`src/sv/wstc_pkg.sv`:
```
package wstc_pkg;

  // Field widths of one pixel word and one result word.
  localparam int unsigned PixW    = 8;
  localparam int unsigned CoordW  = 11;
  localparam int unsigned WinW    = 10;
  localparam int unsigned CentW   = 19;
  localparam int unsigned MassW   = 28;
  localparam int unsigned MomW    = 40;
  localparam int unsigned WeightW = 17;
  localparam int unsigned MassCW  = 17;
  localparam int unsigned ProdW   = CoordW + MassCW;

  // Configuration port.
  localparam int unsigned CfgIdxW  = 2;
  localparam int unsigned CfgDataW = 28;
  localparam logic [CfgIdxW-1:0] RegPixelThreshold = 2'd0;
  localparam logic [CfgIdxW-1:0] RegMassThreshold  = 2'd1;
  localparam logic [PixW-1:0]  PixThrReset  = 8'd70;
  localparam logic [MassW-1:0] MassThrReset = 28'd196608;

  // Weight table: 256 entries, built after reset.
  localparam int unsigned TabDepth = 256;
  localparam int unsigned TabAddrW = 8;
  localparam logic [TabAddrW-1:0] LowReach = 8'd56;

  // Shared divider widths.
  localparam int unsigned DivNumW = 49;
  localparam int unsigned DivDenW = 34;
  localparam int unsigned DivCntW = 6;

  // Sigmoid recurrence: ratio exp(-2/17) in Q0.32.
  localparam int unsigned PW = 33;
  localparam logic [31:0] RatioQ32 = 32'd3818267867;
  localparam logic [CentW-1:0] CentMax = '1;

  // Dividend selection for the shared divider.
  typedef enum logic [1:0] {
    DIV_TABLE = 2'd0,
    DIV_COL   = 2'd1,
    DIV_ROW   = 2'd2
  } div_sel_e;

  // Controller commands to the datapath.
  typedef struct packed {
    logic     pix_load;
    logic     tab_read;
    logic     wt_load;
    logic     scale_load;
    logic     fix_load;
    logic     prod_load;
    logic     acc_load;
    logic     found_load;
    logic     div_start;
    div_sel_e div_sel;
    logic     capx_load;
    logic     capy_load;
    logic     emit_load;
    logic     tab_write;
    logic     p_step;
  } wstc_cmd_t;

  // Datapath status to the controller.
  typedef struct packed {
    logic div_done;
    logic found;
    logic last;
    logic tab_last;
    logic can_emit;
  } wstc_status_t;

endpackage

```
`src/sv/wstc_ctrl.sv`:
```
module wstc_ctrl
  import wstc_pkg::*;
(
  input  logic         clk_i,
  input  logic         rst_ni,
  input  logic         in_valid_i,
  output logic         in_ready_o,
  input  wstc_status_t status_i,
  output wstc_cmd_t    cmd_o
);

  typedef enum logic [3:0] {
    S_TAB_DIV,
    S_TAB_WAIT,
    S_TAB_STEP,
    S_IDLE,
    S_LOOK,
    S_WEIGHT,
    S_SCALE,
    S_FIX,
    S_PROD,
    S_ACC,
    S_CHECK,
    S_DIVX,
    S_DIVY,
    S_CAPY,
    S_EMIT
  } state_e;

  state_e state_q, state_d;

  // Next state and command decode.
  always_comb begin
    state_d = state_q;
    cmd_o   = '0;
    cmd_o.div_sel = DIV_TABLE;
    case (state_q)
      S_TAB_DIV: begin
        cmd_o.div_start = 1'b1;
        state_d = S_TAB_WAIT;
      end
      S_TAB_WAIT: begin
        if (status_i.div_done) begin
          cmd_o.tab_write = 1'b1;
          state_d = status_i.tab_last ? S_IDLE : S_TAB_STEP;
        end
      end
      S_TAB_STEP: begin
        cmd_o.p_step = 1'b1;
        state_d = S_TAB_DIV;
      end
      S_IDLE: begin
        if (in_valid_i) begin
          cmd_o.pix_load = 1'b1;
          state_d = S_LOOK;
        end
      end
      S_LOOK: begin
        cmd_o.tab_read = 1'b1;
        state_d = S_WEIGHT;
      end
      S_WEIGHT: begin
        cmd_o.wt_load = 1'b1;
        state_d = S_SCALE;
      end
      S_SCALE: begin
        cmd_o.scale_load = 1'b1;
        state_d = S_FIX;
      end
      S_FIX: begin
        cmd_o.fix_load = 1'b1;
        state_d = S_PROD;
      end
      S_PROD: begin
        cmd_o.prod_load = 1'b1;
        state_d = S_ACC;
      end
      S_ACC: begin
        cmd_o.acc_load = 1'b1;
        state_d = status_i.last ? S_CHECK : S_IDLE;
      end
      S_CHECK: begin
        cmd_o.found_load = 1'b1;
        state_d = S_DIVX;
      end
      S_DIVX: begin
        if (!status_i.found) begin
          state_d = S_EMIT;
        end else begin
          cmd_o.div_start = 1'b1;
          cmd_o.div_sel   = DIV_COL;
          state_d = S_DIVY;
        end
      end
      S_DIVY: begin
        if (status_i.div_done) begin
          cmd_o.capx_load = 1'b1;
          cmd_o.div_start = 1'b1;
          cmd_o.div_sel   = DIV_ROW;
          state_d = S_CAPY;
        end
      end
      // Wait for the row quotient.
      S_CAPY: begin
        if (status_i.div_done) begin
          cmd_o.capy_load = 1'b1;
          state_d = S_EMIT;
        end
      end
      S_EMIT: begin
        if (status_i.can_emit) begin
          cmd_o.emit_load = 1'b1;
          state_d = S_IDLE;
        end
      end
      default: begin
        state_d = S_IDLE;
      end
    endcase
  end

  // State register.
  always_ff @(posedge clk_i or negedge rst_ni) begin
    if (!rst_ni) begin
      state_q <= S_TAB_DIV;
    end else begin
      state_q <= state_d;
    end
  end

  assign in_ready_o = state_q == S_IDLE;

endmodule

```
`config.mk`:
```
export PLATFORM = sky130hd
export DESIGN_NAME = wstc_ctrl
export DESIGN_NICKNAME = d
export VERILOG_FILES = /design/src/sv/wstc_pkg.sv /design/src/sv/wstc_ctrl.sv
export SDC_FILE = /design/constraint.sdc
export NUM_CORES = 1
export LEC_CHECK = 0
export BUFFER_PORTS_ARGS = -buffer_cell sky130_fd_sc_hd__buf_2
export CORE_AREA = 2 2 39 41
export DETAILED_ROUTE_END_ITERATION = 10
export DIE_AREA = 0 0 41 43
export GPL_TIMING_DRIVEN = 1
export PLACE_DENSITY = 0.68
export SETUP_SLACK_MARGIN = 0.05
export SLEW_MARGIN = 20
export SYNTH_ARGS = -nofsm -noshare
export SYNTH_HDL_FRONTEND = slang
export SYNTH_SLANG_ARGS = --single-unit
```
`constraint.sdc`:
```
create_clock -name clk_i -period 1.3 [get_ports clk_i]
set_input_delay 0.26 -clock clk_i [delete_from_list [all_inputs] [get_ports clk_i]]
set_output_delay 0.26 -clock clk_i [all_outputs]
set_load 0.01 [all_outputs]
```
== Word level (Yosys, flattened, before mapping) ==
Index checks and enable logic that the tools add are counted.

* Add/subtract/negate cells: 0
* $mul: 0
* Divide/modulo/power cells: 0
* Magnitude comparators: 0
* Equality and inequality tests: 19
* Shift operators: 0
* Muxes and demuxes: 29
* Bitwise operators: 0
* Reductions and logical operators: 2

{| class="wikitable"
|+ Operators by type and width
! operator !! number
|-
| $pmux W4 S15 || 1
|-
| $eq A4 B4 Y1 const B || 7
|-
| $mux W4 || 7
|-
| $mux W1 || 17
|-
| $eq A4 B3 Y1 const B || 4
|-
| $ne A2 B2 Y1 const B || 5
|-
| $eq A4 B2 Y1 const B || 2
|-
| $reduce_and A5 Y1 || 1
|-
| $eq A4 B1 Y1 const B || 1
|-
| $logic_not A4 Y1 || 1
|-
| $pmux W2 S2 || 1
|-
| $mux W3 || 1
|-
| $pmux W1 S3 || 1
|-
| $mux W2 || 1
|}

* Bits in registers: 4
* Bits in latches: 0
* Memory bits (writable): 0
* Bits in read-only memories: 0
* Input bits: 8
* Output and inout bits: 17
* Word-level logic and storage cells: 51
* Memories kept: 0

== Logic depth before layout (Yosys ltp) ==
Gate-level depths: netlist of run 1.

* Depth after elaboration: 3
* Depth in mapped cells: 6
* Depth with buffers taken out: 4

== Worst setup path before layout of run 1 ==
OpenSTA, ideal clock, no wires.

* Path kind: register to output
* Start: register state_q[0]
* End: output cmd_o[0] (netlist name)
* Arrival time: 1.096 ns
* Slack: -0.056 ns
* Stages on the path, launching flop included: 5
* Path buffers: 2
* Path through: dfrtp_1 buf_6 buf_2 nand2b_1 nor3_1

{| class="wikitable"
|+ RTL lines
! item !! line !! RTL
|-
| from (decl) || wstc_ctrl.sv:30 || <nowiki>state_e state_q, state_d;</nowiki>
|-
| from (signal assigned) || wstc_ctrl.sv:127 || <nowiki>state_q <= state_d;</nowiki>
|-
| to (decl) || wstc_ctrl.sv:9 || <nowiki>output wstc_cmd_t cmd_o</nowiki>
|}

==> impl_metrics.yaml, run 1 <==
run_status:
  run_status: "finished with violations"
  violations: "negative setup slack"
synthesis:
  synth-main-ff-cell: "sky130_fd_sc_hd__dfrtp_1"
  synth-edff-count: 0
  netlist-cell-type-count: 25
  synth.yosys.seq_area_share_pct: 20.5
  synthesis.instances: 68
  synth_area_leader_cell: "sky130_fd_sc_hd__dfrtp_1"
  post_synth_top_cells: "sky130_fd_sc_hd__nor2_1, sky130_fd_sc_hd__nand2_1, sky130_fd_sc_hd__nor3_1"
  netlist_area_um2: 488
  synth_most_common_cell: "sky130_fd_sc_hd__nor2_1"
  synth_async_sr_flop_share_pct: 100
  synth-warning-count: 0
  synth.area.top_cells: "sky130_fd_sc_hd__dfrtp_1, sky130_fd_sc_hd__nor2_1, sky130_fd_sc_hd__nor3_1"
  syn_nets: 76
  ys_seq_elements: 4
  post-synth-top-area-fraction_pct: 20.5
  synth.avg_cell_area_um2: 7.18
power:
  peakVddDrop_mv: 1.32
  power-per-cell-area_mw_per_mm2: 2650
  p_leak_uw: 0.000467
timing:
  hold_viol_final: 0
  worst_clock_skew_ps: 4.15
  achievable-frequency_mhz: 629
  slew-limit-headroom_pct: 84.6
  max_slew.worst_pin.slew_ps: 229
  timing.final.setup_violations: 20
  rsz0062_at_grt: "yes"
  timing.final.max_slew_violations: 0
  fin_ws_ps: -289
  post-route-period-util_pct: 122
  min_period_ps: 1590
  hold_ws_ps: 364
detailed_routing:
  finalWirelength_um: 1890
  drt_pre_antenna_iters: 4
  dr.first_iter.drc_count: 18
  num_vias: 710
  remaining_drc_errors: 0
  route.antenna.remaining_nets: 0
  vias_per_cell: 5.34
  route.detailed.wl_per_inst_um: 14.2
floorplanning:
  initial_utilization_pct: 35.3
  die_width_um: 41
  floorplan.core_area_mm2: 0.00138
  rows: 14
  ioPinCount: 25
  die_area_mm2: 0.00176
  dieHeight_um: 43
critical_path:
  worstPathBufferInverterCount: 1
  path_max_fanout: 4
  startpoint_type: "flip-flop"
  arrival_ps: 1330
  max_stage_delay_ps: 440
  crit_path_cell_trace: "nand2_4, nor3b_4, a31o_2, a22o_1, buf_2"
  cp-end-kind: "primary output"
  worstSetupPathType: "flip-flop to primary output"
  critical-path-top-delay-family: "flip-flops"
  worstPathRequired_ps: 1040
  critPathSlowestCell: "sky130_fd_sc_hd__dfrtp_2"
finish:
  finalCoreUtilization_pct: 66.9
  largest-register: "state_q"
  fill_cell_count: 119
  largest_register_ffs: 4
  count_of_nets_after_finishing: 127
  finalNonFillerCells: 133
  seq_cell_area_um2: 105
  multi_input_comb_area_um2: 425
  areaGrowthSynthToFinish_pct: 89.7
  biggestRegsByFlops: "state_q x4"
  antennaDiodeCount: 0
  drive_above_1_share_pct: 71.8
placement:
  place_hpwl_um: 1150
  place_inst: 120
  place_congestion: 0.799
  numPortBuffers: 24
clock_network:
  h-tree-depth: 1
  tritoncts: "built"
  ctsLongestPathBuffers: 2
  cts_made_buffers: 3
  clk_slew_on_worst_s_h_paths_ps: 40
  clock_sink_count: 4
  clk_latency_ps: 230
  clk_root_buffer_cell: "sky130_fd_sc_hd__clkbuf_4"
global_route:
  gr-total-overflow: 0
  grt_pass1_wl_um: 2730
  grt_antenna_before_repair: 0
  grt.total_usage_pct: 22.7
  grt_max_degree: 8
  grt_pass1_vias: 647
hold_path:
  timing.hold.worst.class: "input port to async pin"
job:
  drv_cap: 0
==> worst reg2reg max path, delay by kind of cell, from the launching register on <==
family / cells / cell delay, ps
buffers and inverters: 2 / 330
flip-flops: 1 / 460
multiplexers: 1 / 340
AND/OR/NAND/NOR: 2 / 260
==> cells in the final DEF (no fill, tap or decap), types with 2 or more instances in the layout <==
master                     instances
sky130_fd_sc_hd__nand4_1           2
sky130_fd_sc_hd__dfrtp_2           4
sky130_fd_sc_hd__o211ai_1          2
sky130_fd_sc_hd__mux2_2            2
sky130_fd_sc_hd__nor2_2            6
sky130_fd_sc_hd__buf_4            21
sky130_fd_sc_hd__nor3_2            4
sky130_fd_sc_hd__nand2_1           6
sky130_fd_sc_hd__nand3_1           2
sky130_fd_sc_hd__buf_2            25
sky130_fd_sc_hd__a21oi_1           2
sky130_fd_sc_hd__nor3_1            2
sky130_fd_sc_hd__nand2b_4          4
sky130_fd_sc_hd__nor2_1            7
sky130_fd_sc_hd__buf_6             5
sky130_fd_sc_hd__clkbuf_4          3
==> layer usage <==
layer	share of wire, %	up-vias	GRT usage [%]
met5	0	-	0
met4	0.63	0	11.3
met3	5.4	2	2.09
met2	54	24	39.7
met1	40	347	25.2
li1	-	337	-
==> power breakdown <==
group          internal [µW]  switching [µW]  leakage (µW)
Clock                    103            43.9     0.0000138
Combinational           1030             935      0.000410
Sequential               204             137     0.0000436
==> cell families after synthesis <==
family,count (synthesis),synth area share (%)
and+or+nand+nor,42,46.2
AOI/OAI and AO/OA,13,17.7
buffers and inverters,7,11.0
DFF,4,20.5
muxes,2,4.62
==> metrics by stage <==
step / area [µm²] / TNS (ps) / setup slack (ps) / total power, µW
finish: 926 / -3860 / -289 / 2450
global route: 926 / -4840 / -344 / 2610
CTS: 891 / -3390 / -280 / 2280
detailed placement: 759 / -1430 / -167 / 1800
global placement: 759 / -1180 / -142 / 1770
floorplan: 542 / 0 / 16.1 / 1310
==> what timing repair did <==
| action | 4_1_cts | 5_1_grt |
|---|---|---|
| buffers inserted | 9 | 2 |
| hold buffers | 1 | 0 |
| setup endpoints to repair | 21 | 21 |
| endpoints found under the hold margin | 4 | 0 |
| pin swaps | 16 | 4 |
| resized for setup | 15 | 7 |
==> final timing paths <==
kind,to,from,slack (ps),depth (start not counted)
min in group clk_i,state_q[3],status_i[2],410,5
hold / removal,state_q[1],rst_ni,360,2
max in group asynchronous,state_q[2],rst_ni,800,2
hold reg to reg,state_q[0],state_q[0],770,2
setup / recovery,cmd_o[7],state_q[0],-290,5
setup reg to reg,state_q[1],state_q[2],-200,5
==> cell type report <==
cell class,instances,area share (%)
flip-flops and latches,4,11.4
multi-input cells,57,45.9
repair buffers,53,38.1
well taps,16,2.16
clock buffers,3,2.43
Note: power is estimated with default switching activity, not from simulation.
==> run 2: changes to the inputs <==
--- a/config.mk
+++ b/config.mk
@@ -5,12 +5,12 @@
 export SDC_FILE = /design/constraint.sdc
 export NUM_CORES = 1
 export LEC_CHECK = 0
-export BUFFER_PORTS_ARGS = -buffer_cell sky130_fd_sc_hd__buf_2
+export BUFFER_PORTS_ARGS = -buffer_cell sky130_fd_sc_hd__clkbuf_2
 export CORE_AREA = 2 2 39 41
 export DETAILED_ROUTE_END_ITERATION = 10
 export DIE_AREA = 0 0 41 43
 export GPL_TIMING_DRIVEN = 1
-export PLACE_DENSITY = 0.68
+export PLACE_DENSITY = 0.76
 export SETUP_SLACK_MARGIN = 0.05
 export SLEW_MARGIN = 20
 export SYNTH_ARGS = -nofsm -noshare
==> run 2 against run 1 <==
  * Non-clock buffer count shrank 2
  * Final cell count fell by 1.5%
  * The flow still finishes with violations (negative setup slack)
  * Hold slack better by 12 ps
  * Die area unchanged
  * Via count shrank 4.4%
  * Critical path type unchanged
  * First-iteration DRC count is 61% lower
  * Clock-buffer cell count stayed put
  * Combinational power shrank 7%
  * Global-route usage shrank 1.2 points
==> impl_metrics.yaml, run 2 (synthesis results as in run 1) <==
run_status:
  run_status: "finished with violations"
  violations: "negative setup slack"
placement:
  pre_cts_ws_ps: -160
  place_hpwl_um: 1200
  place_congestion: 0.805
  place_area_um2: 752
  numPortBuffers: 24
timing:
  hold_viol_final: 0
  fin_ws_ps: -312
  post-route-period-util_pct: 124
  slew-limit-headroom_pct: 83.0
  rsz0062_at_grt: "yes"
  setup-tns-final_ps: -4430
  hold_ws_ps: 376
  achievable-frequency_mhz: 621
  min_period_ps: 1610
  worst_clock_skew_ps: 7.23
  timing.final.max_slew_violations: 0
  timing.final.setup_violations: 20
  max_slew.worst_pin.slew_ps: 252
hold_path:
  timing.hold.worst.class: "input port to async pin"
global_route:
  grt_pass1_vias: 621
  grt_antenna_before_repair: 0
  grt.total_usage_pct: 21.6
  gr-total-overflow: 0
  grt_max_degree: 10
  grt_pass1_wl_um: 2610
power:
  peakVddDrop_mv: 1.35
  p_leak_uw: 0.000451
  p_seq_share_pct: 14.9
  p_comb_share_pct: 78.4
  p_switching_uw: 1070
  power.share.switching_pct: 45.7
  power-per-cell-area_mw_per_mm2: 2580
  clock_power_share_pct: 6.7
  p_int_uw: 1270
critical_path:
  arrival_ps: 1350
  startpoint_type: "flip-flop"
  worstPathRequired_ps: 1040
  worstSetupPathType: "flip-flop to primary output"
  cp-end-kind: "primary output"
  path_max_fanout: 6
clock_network:
  clk_slew_on_worst_s_h_paths_ps: 40
  clock_sink_count: 4
  clk_latency_ps: 240
  ctsLongestPathBuffers: 2
  cts_made_buffers: 3
  clk_root_buffer_cell: "sky130_fd_sc_hd__clkbuf_4"
  tritoncts: "built"
  h-tree-depth: 1
floorplanning:
  die_width_um: 41
  initial_utilization_pct: 35.3
  dieHeight_um: 43
  rows: 14
  die_area_mm2: 0.00176
  floorplan.core_area_mm2: 0.00138
  ioPinCount: 25
job:
  drv_cap: 0
finish:
  drive_above_1_share_pct: 71.3
  count_of_nets_after_finishing: 125
  layout.cells.most_common: "sky130_fd_sc_hd__buf_4"
  antennaDiodeCount: 0
  mostFrequentLayoutCells: "sky130_fd_sc_hd__buf_4, sky130_fd_sc_hd__clkbuf_2, sky130_fd_sc_hd__buf_2"
  areaGrowthSynthToFinish_pct: 86.7
  finalCoreUtilization_pct: 65.8
  biggestRegsByFlops: "state_q x4"
  largest_register_ffs: 4
  largest-register: "state_q"
  post-route-cell-area_um2: 911
detailed_routing:
  route.detailed.wl_per_inst_um: 14.1
  drt_pre_antenna_iters: 4
  dr.first_iter.drc_count: 7
  route.antenna.remaining_nets: 0
  finalWirelength_um: 1850
  num_vias: 679
  vias_per_cell: 5.18
  remaining_drc_errors: 0
==> run 2: repair_timing <==
item | in CTS | in global routing
endpoints found under the hold margin | 4 | 0
pin swaps | 4 | 5
buffers inserted | 5 | 3
hold buffers | 1 | 0
setup endpoints to repair | 21 | 21
resized for setup | 10 | 24
==> run 2: worst paths after layout <==
kind / start / endpoint / slack (ps) / depth (start not counted)
setup reg to reg: state_q[0] / state_q[0] / -160 / 5
min in group clk_i: status_i[2] / state_q[3] / 420 / 5
max in group asynchronous: rst_ni / state_q[0] / 780 / 2
hold reg to reg: state_q[1] / state_q[1] / 760 / 2
hold / removal: rst_ni / state_q[2] / 380 / 2
setup / recovery: state_q[0] / cmd_o[7] / -310 / 5
==> run 2: metrics by stage <==
stage                     std cells  power, µW
after global placement          119       1760
final                           131       2350
after detailed placement        119       1800
after global routing            131       2520
after floorplan                  68       1310
after CTS                       128       2120
==> run 2: power by group through the flow <==
stage               sequential (µW)  combinational, µW  clock [µW]
finish                          350               1840         158
global route                    354               1980         181
CTS                             342               1610         168
detailed placement              333               1470           0
global placement                334               1420           0
floorplan                       226               1090           0
==> run 2: critical path, cell delays in order (launching register included) <==
cell and delay, ps:
sky130_fd_sc_hd__dfrtp_2 450, sky130_fd_sc_hd__nand2_4 110, sky130_fd_sc_hd__nor3b_4 50, sky130_fd_sc_hd__a31o_2 210
sky130_fd_sc_hd__a22o_1 180, sky130_fd_sc_hd__clkbuf_2 120
==> run 2: metal layers <==
| layer | up-vias | GRT usage (%) | wire [µm] | share of wire [%] |
|---|---|---|---|---|
| met4 | 0 | 8.00 | 0 | 0 |
| met2 | 17 | 38.4 | 1050 | 56 |
| met5 | - | 0 | 0 | 0 |
| met1 | 330 | 23.8 | 756 | 41 |
| met3 | 0 | 3.14 | 49 | 2.6 |
| li1 | 332 | - | - | - |
==> run 2: cell type report <==
cell class                 instances  area [µm²]
multi-input combinational         57         417
sequential                         4         105
clock buffer                       3        22.5
timing repair buffer              51         347
fill                             108         473
tap                               16        20.0
==> run 3: changes to the inputs <==
--- a/config.mk
+++ b/config.mk
@@ -11,6 +11,7 @@
 export DIE_AREA = 0 0 41 43
 export GPL_TIMING_DRIVEN = 1
 export PLACE_DENSITY = 0.76
+export RECOVER_POWER = 25
 export SETUP_SLACK_MARGIN = 0.05
 export SLEW_MARGIN = 20
 export SYNTH_ARGS = -nofsm -noshare
==> run 3 against run 2 <==
  * The run still ends with negative setup slack left
  * Critical path type unchanged
  * Non-clock buffer count is the same
  * Flip-flop and latch count unchanged
  * Final cell count unchanged
  * Largest power group unchanged
  * Cell area shrank 0.14%
  * First-iteration DRC count unchanged
  * Critical endpoint unchanged
  * Largest cell class unchanged
  * Critical path depth is the same
==> impl_metrics.yaml, run 3 (synthesis results as in run 1) <==
detailed_routing:
  dr.first_iter.drc_count: 7
  route.detailed.wl_per_inst_um: 14.1
  remaining_drc_errors: 0
  vias_per_cell: 5.18
  route.antenna.remaining_nets: 0
  drt_pre_antenna_iters: 4
  finalWirelength_um: 1850
  num_vias: 679
floorplanning:
  die_width_um: 41
  rows: 14
  die_area_mm2: 0.00176
  dieHeight_um: 43
  floorplan.core_area_mm2: 0.00138
  initial_utilization_pct: 35.3
  ioPinCount: 25
power:
  peakVddDrop_mv: 1.35
  power-per-cell-area_mw_per_mm2: 2580
  p_leak_uw: 0.000448
timing:
  rsz0062_at_grt: "yes"
  fin_ws_ps: -312
  timing.final.setup_violations: 20
  setup-tns-final_ps: -4430
  hold_viol_final: 0
  post-route-period-util_pct: 124
  timing.final.max_slew_violations: 0
  slew-limit-headroom_pct: 82.9
  achievable-frequency_mhz: 621
  max_slew.worst_pin.slew_ps: 254
  worst_clock_skew_ps: 7.24
  hold_ws_ps: 394
  min_period_ps: 1610
placement:
  place_hpwl_um: 1200
  pre_cts_ws_ps: -160
  place_congestion: 0.805
  numPortBuffers: 24
  place_inst: 119
finish:
  finalNonFillerCells: 131
  drive_above_1_share_pct: 70.4
  largest_register_ffs: 4
  layout.cells.most_common: "sky130_fd_sc_hd__buf_4"
  fill_cell_count: 108
  biggestRegsByFlops: "state_q x4"
  mostFrequentLayoutCells: "sky130_fd_sc_hd__buf_4, sky130_fd_sc_hd__clkbuf_2, sky130_fd_sc_hd__buf_2"
  count_of_nets_after_finishing: 125
  antennaDiodeCount: 0
  areaGrowthSynthToFinish_pct: 86.4
  largest-register: "state_q"
critical_path:
  arrival_ps: 1350
  worstSetupPathType: "flip-flop to primary output"
  max_stage_delay_ps: 450
  cp-end-kind: "primary output"
  path_max_fanout: 6
  critPathSlowestCell: "sky130_fd_sc_hd__dfrtp_2"
  crit_path_cell_trace: "nand2_4, nor3b_4, a31o_2, a22o_1, clkbuf_2"
  worstPathBufferInverterCount: 1
  critical-path-top-delay-family: "flip-flops"
  startpoint_type: "flip-flop"
  worstPathRequired_ps: 1040
global_route:
  grt_antenna_before_repair: 0
  grt_pass1_vias: 621
  grt_pass1_wl_um: 2610
  gr-total-overflow: 0
  grt_max_degree: 10
  grt.total_usage_pct: 21.6
clock_network:
  clock_sink_count: 4
  clk_slew_on_worst_s_h_paths_ps: 40
  tritoncts: "built"
  clk_latency_ps: 240
  cts_made_buffers: 3
  h-tree-depth: 1
  clk_root_buffer_cell: "sky130_fd_sc_hd__clkbuf_4"
  ctsLongestPathBuffers: 2
hold_path:
  timing.hold.worst.class: "input port to async pin"
job:
  drv_cap: 0
run_status:
  violations: "negative setup slack"
  run_status: "finished with violations"
[run 3: final timing paths]
check                            startpoint    endpoint  slack [ps]  cells after the start
worst max-delay path             state_q[0]    cmd_o[7]        -310                      5
worst min-delay path                 rst_ni  state_q[2]         390                      2
worst max register to register   state_q[0]  state_q[0]        -160                      5
worst min register to register   state_q[1]  state_q[1]         760                      2
max in group asynchronous            rst_ni  state_q[0]         700                      2
min in group clk_i              status_i[2]  state_q[3]         420                      5
[run 3: power breakdown]
part,switching [µW],leakage (µW),internal (µW)
combinational,872,0.000390,967
sequential,146,0.0000436,204
clock,54.2,0.0000138,103
total,1070,0.000448,1270
[run 3: cell type report]
cell class | instances | area, µm² | area share, %
Tap cell | 16 | 20.0 | 2.20
Timing Repair Buffer | 51 | 345 | 38.0
Multi-Input combinational cell | 57 | 417 | 45.8
Sequential cell | 4 | 105 | 11.6
Clock buffer | 3 | 22.5 | 2.48
[run 3: through the flow]
stage,util (%),cell area (µm²),power [µW]
2_1_floorplan,-,542,1310
3_3_place_gp,54.3,752,1760
3_5_place_dp,54.3,752,1800
4_1_cts,61.5,851,2120
5_1_grt,65.7,910,2520
6_report,65.7,910,2350
[run 3: per-layer routing]
metal	global-route usage [%]	wire length (µm)	part of all wire, %
met1	23.8	756	41
met2	38.4	1050	56
met3	3.14	49	2.6
met4	8.00	0	0
met5	0	0	0
[run 3: repair_timing]
item / 4_1_cts / 5_1_grt
pin swaps: 4 / 5
gates resized for setup: 10 / 24
buffers inserted: 5 / 3
hold buffers: 1 / 0
setup endpoints to repair: 21 / 21
hold endpoints to repair: 4 / 0
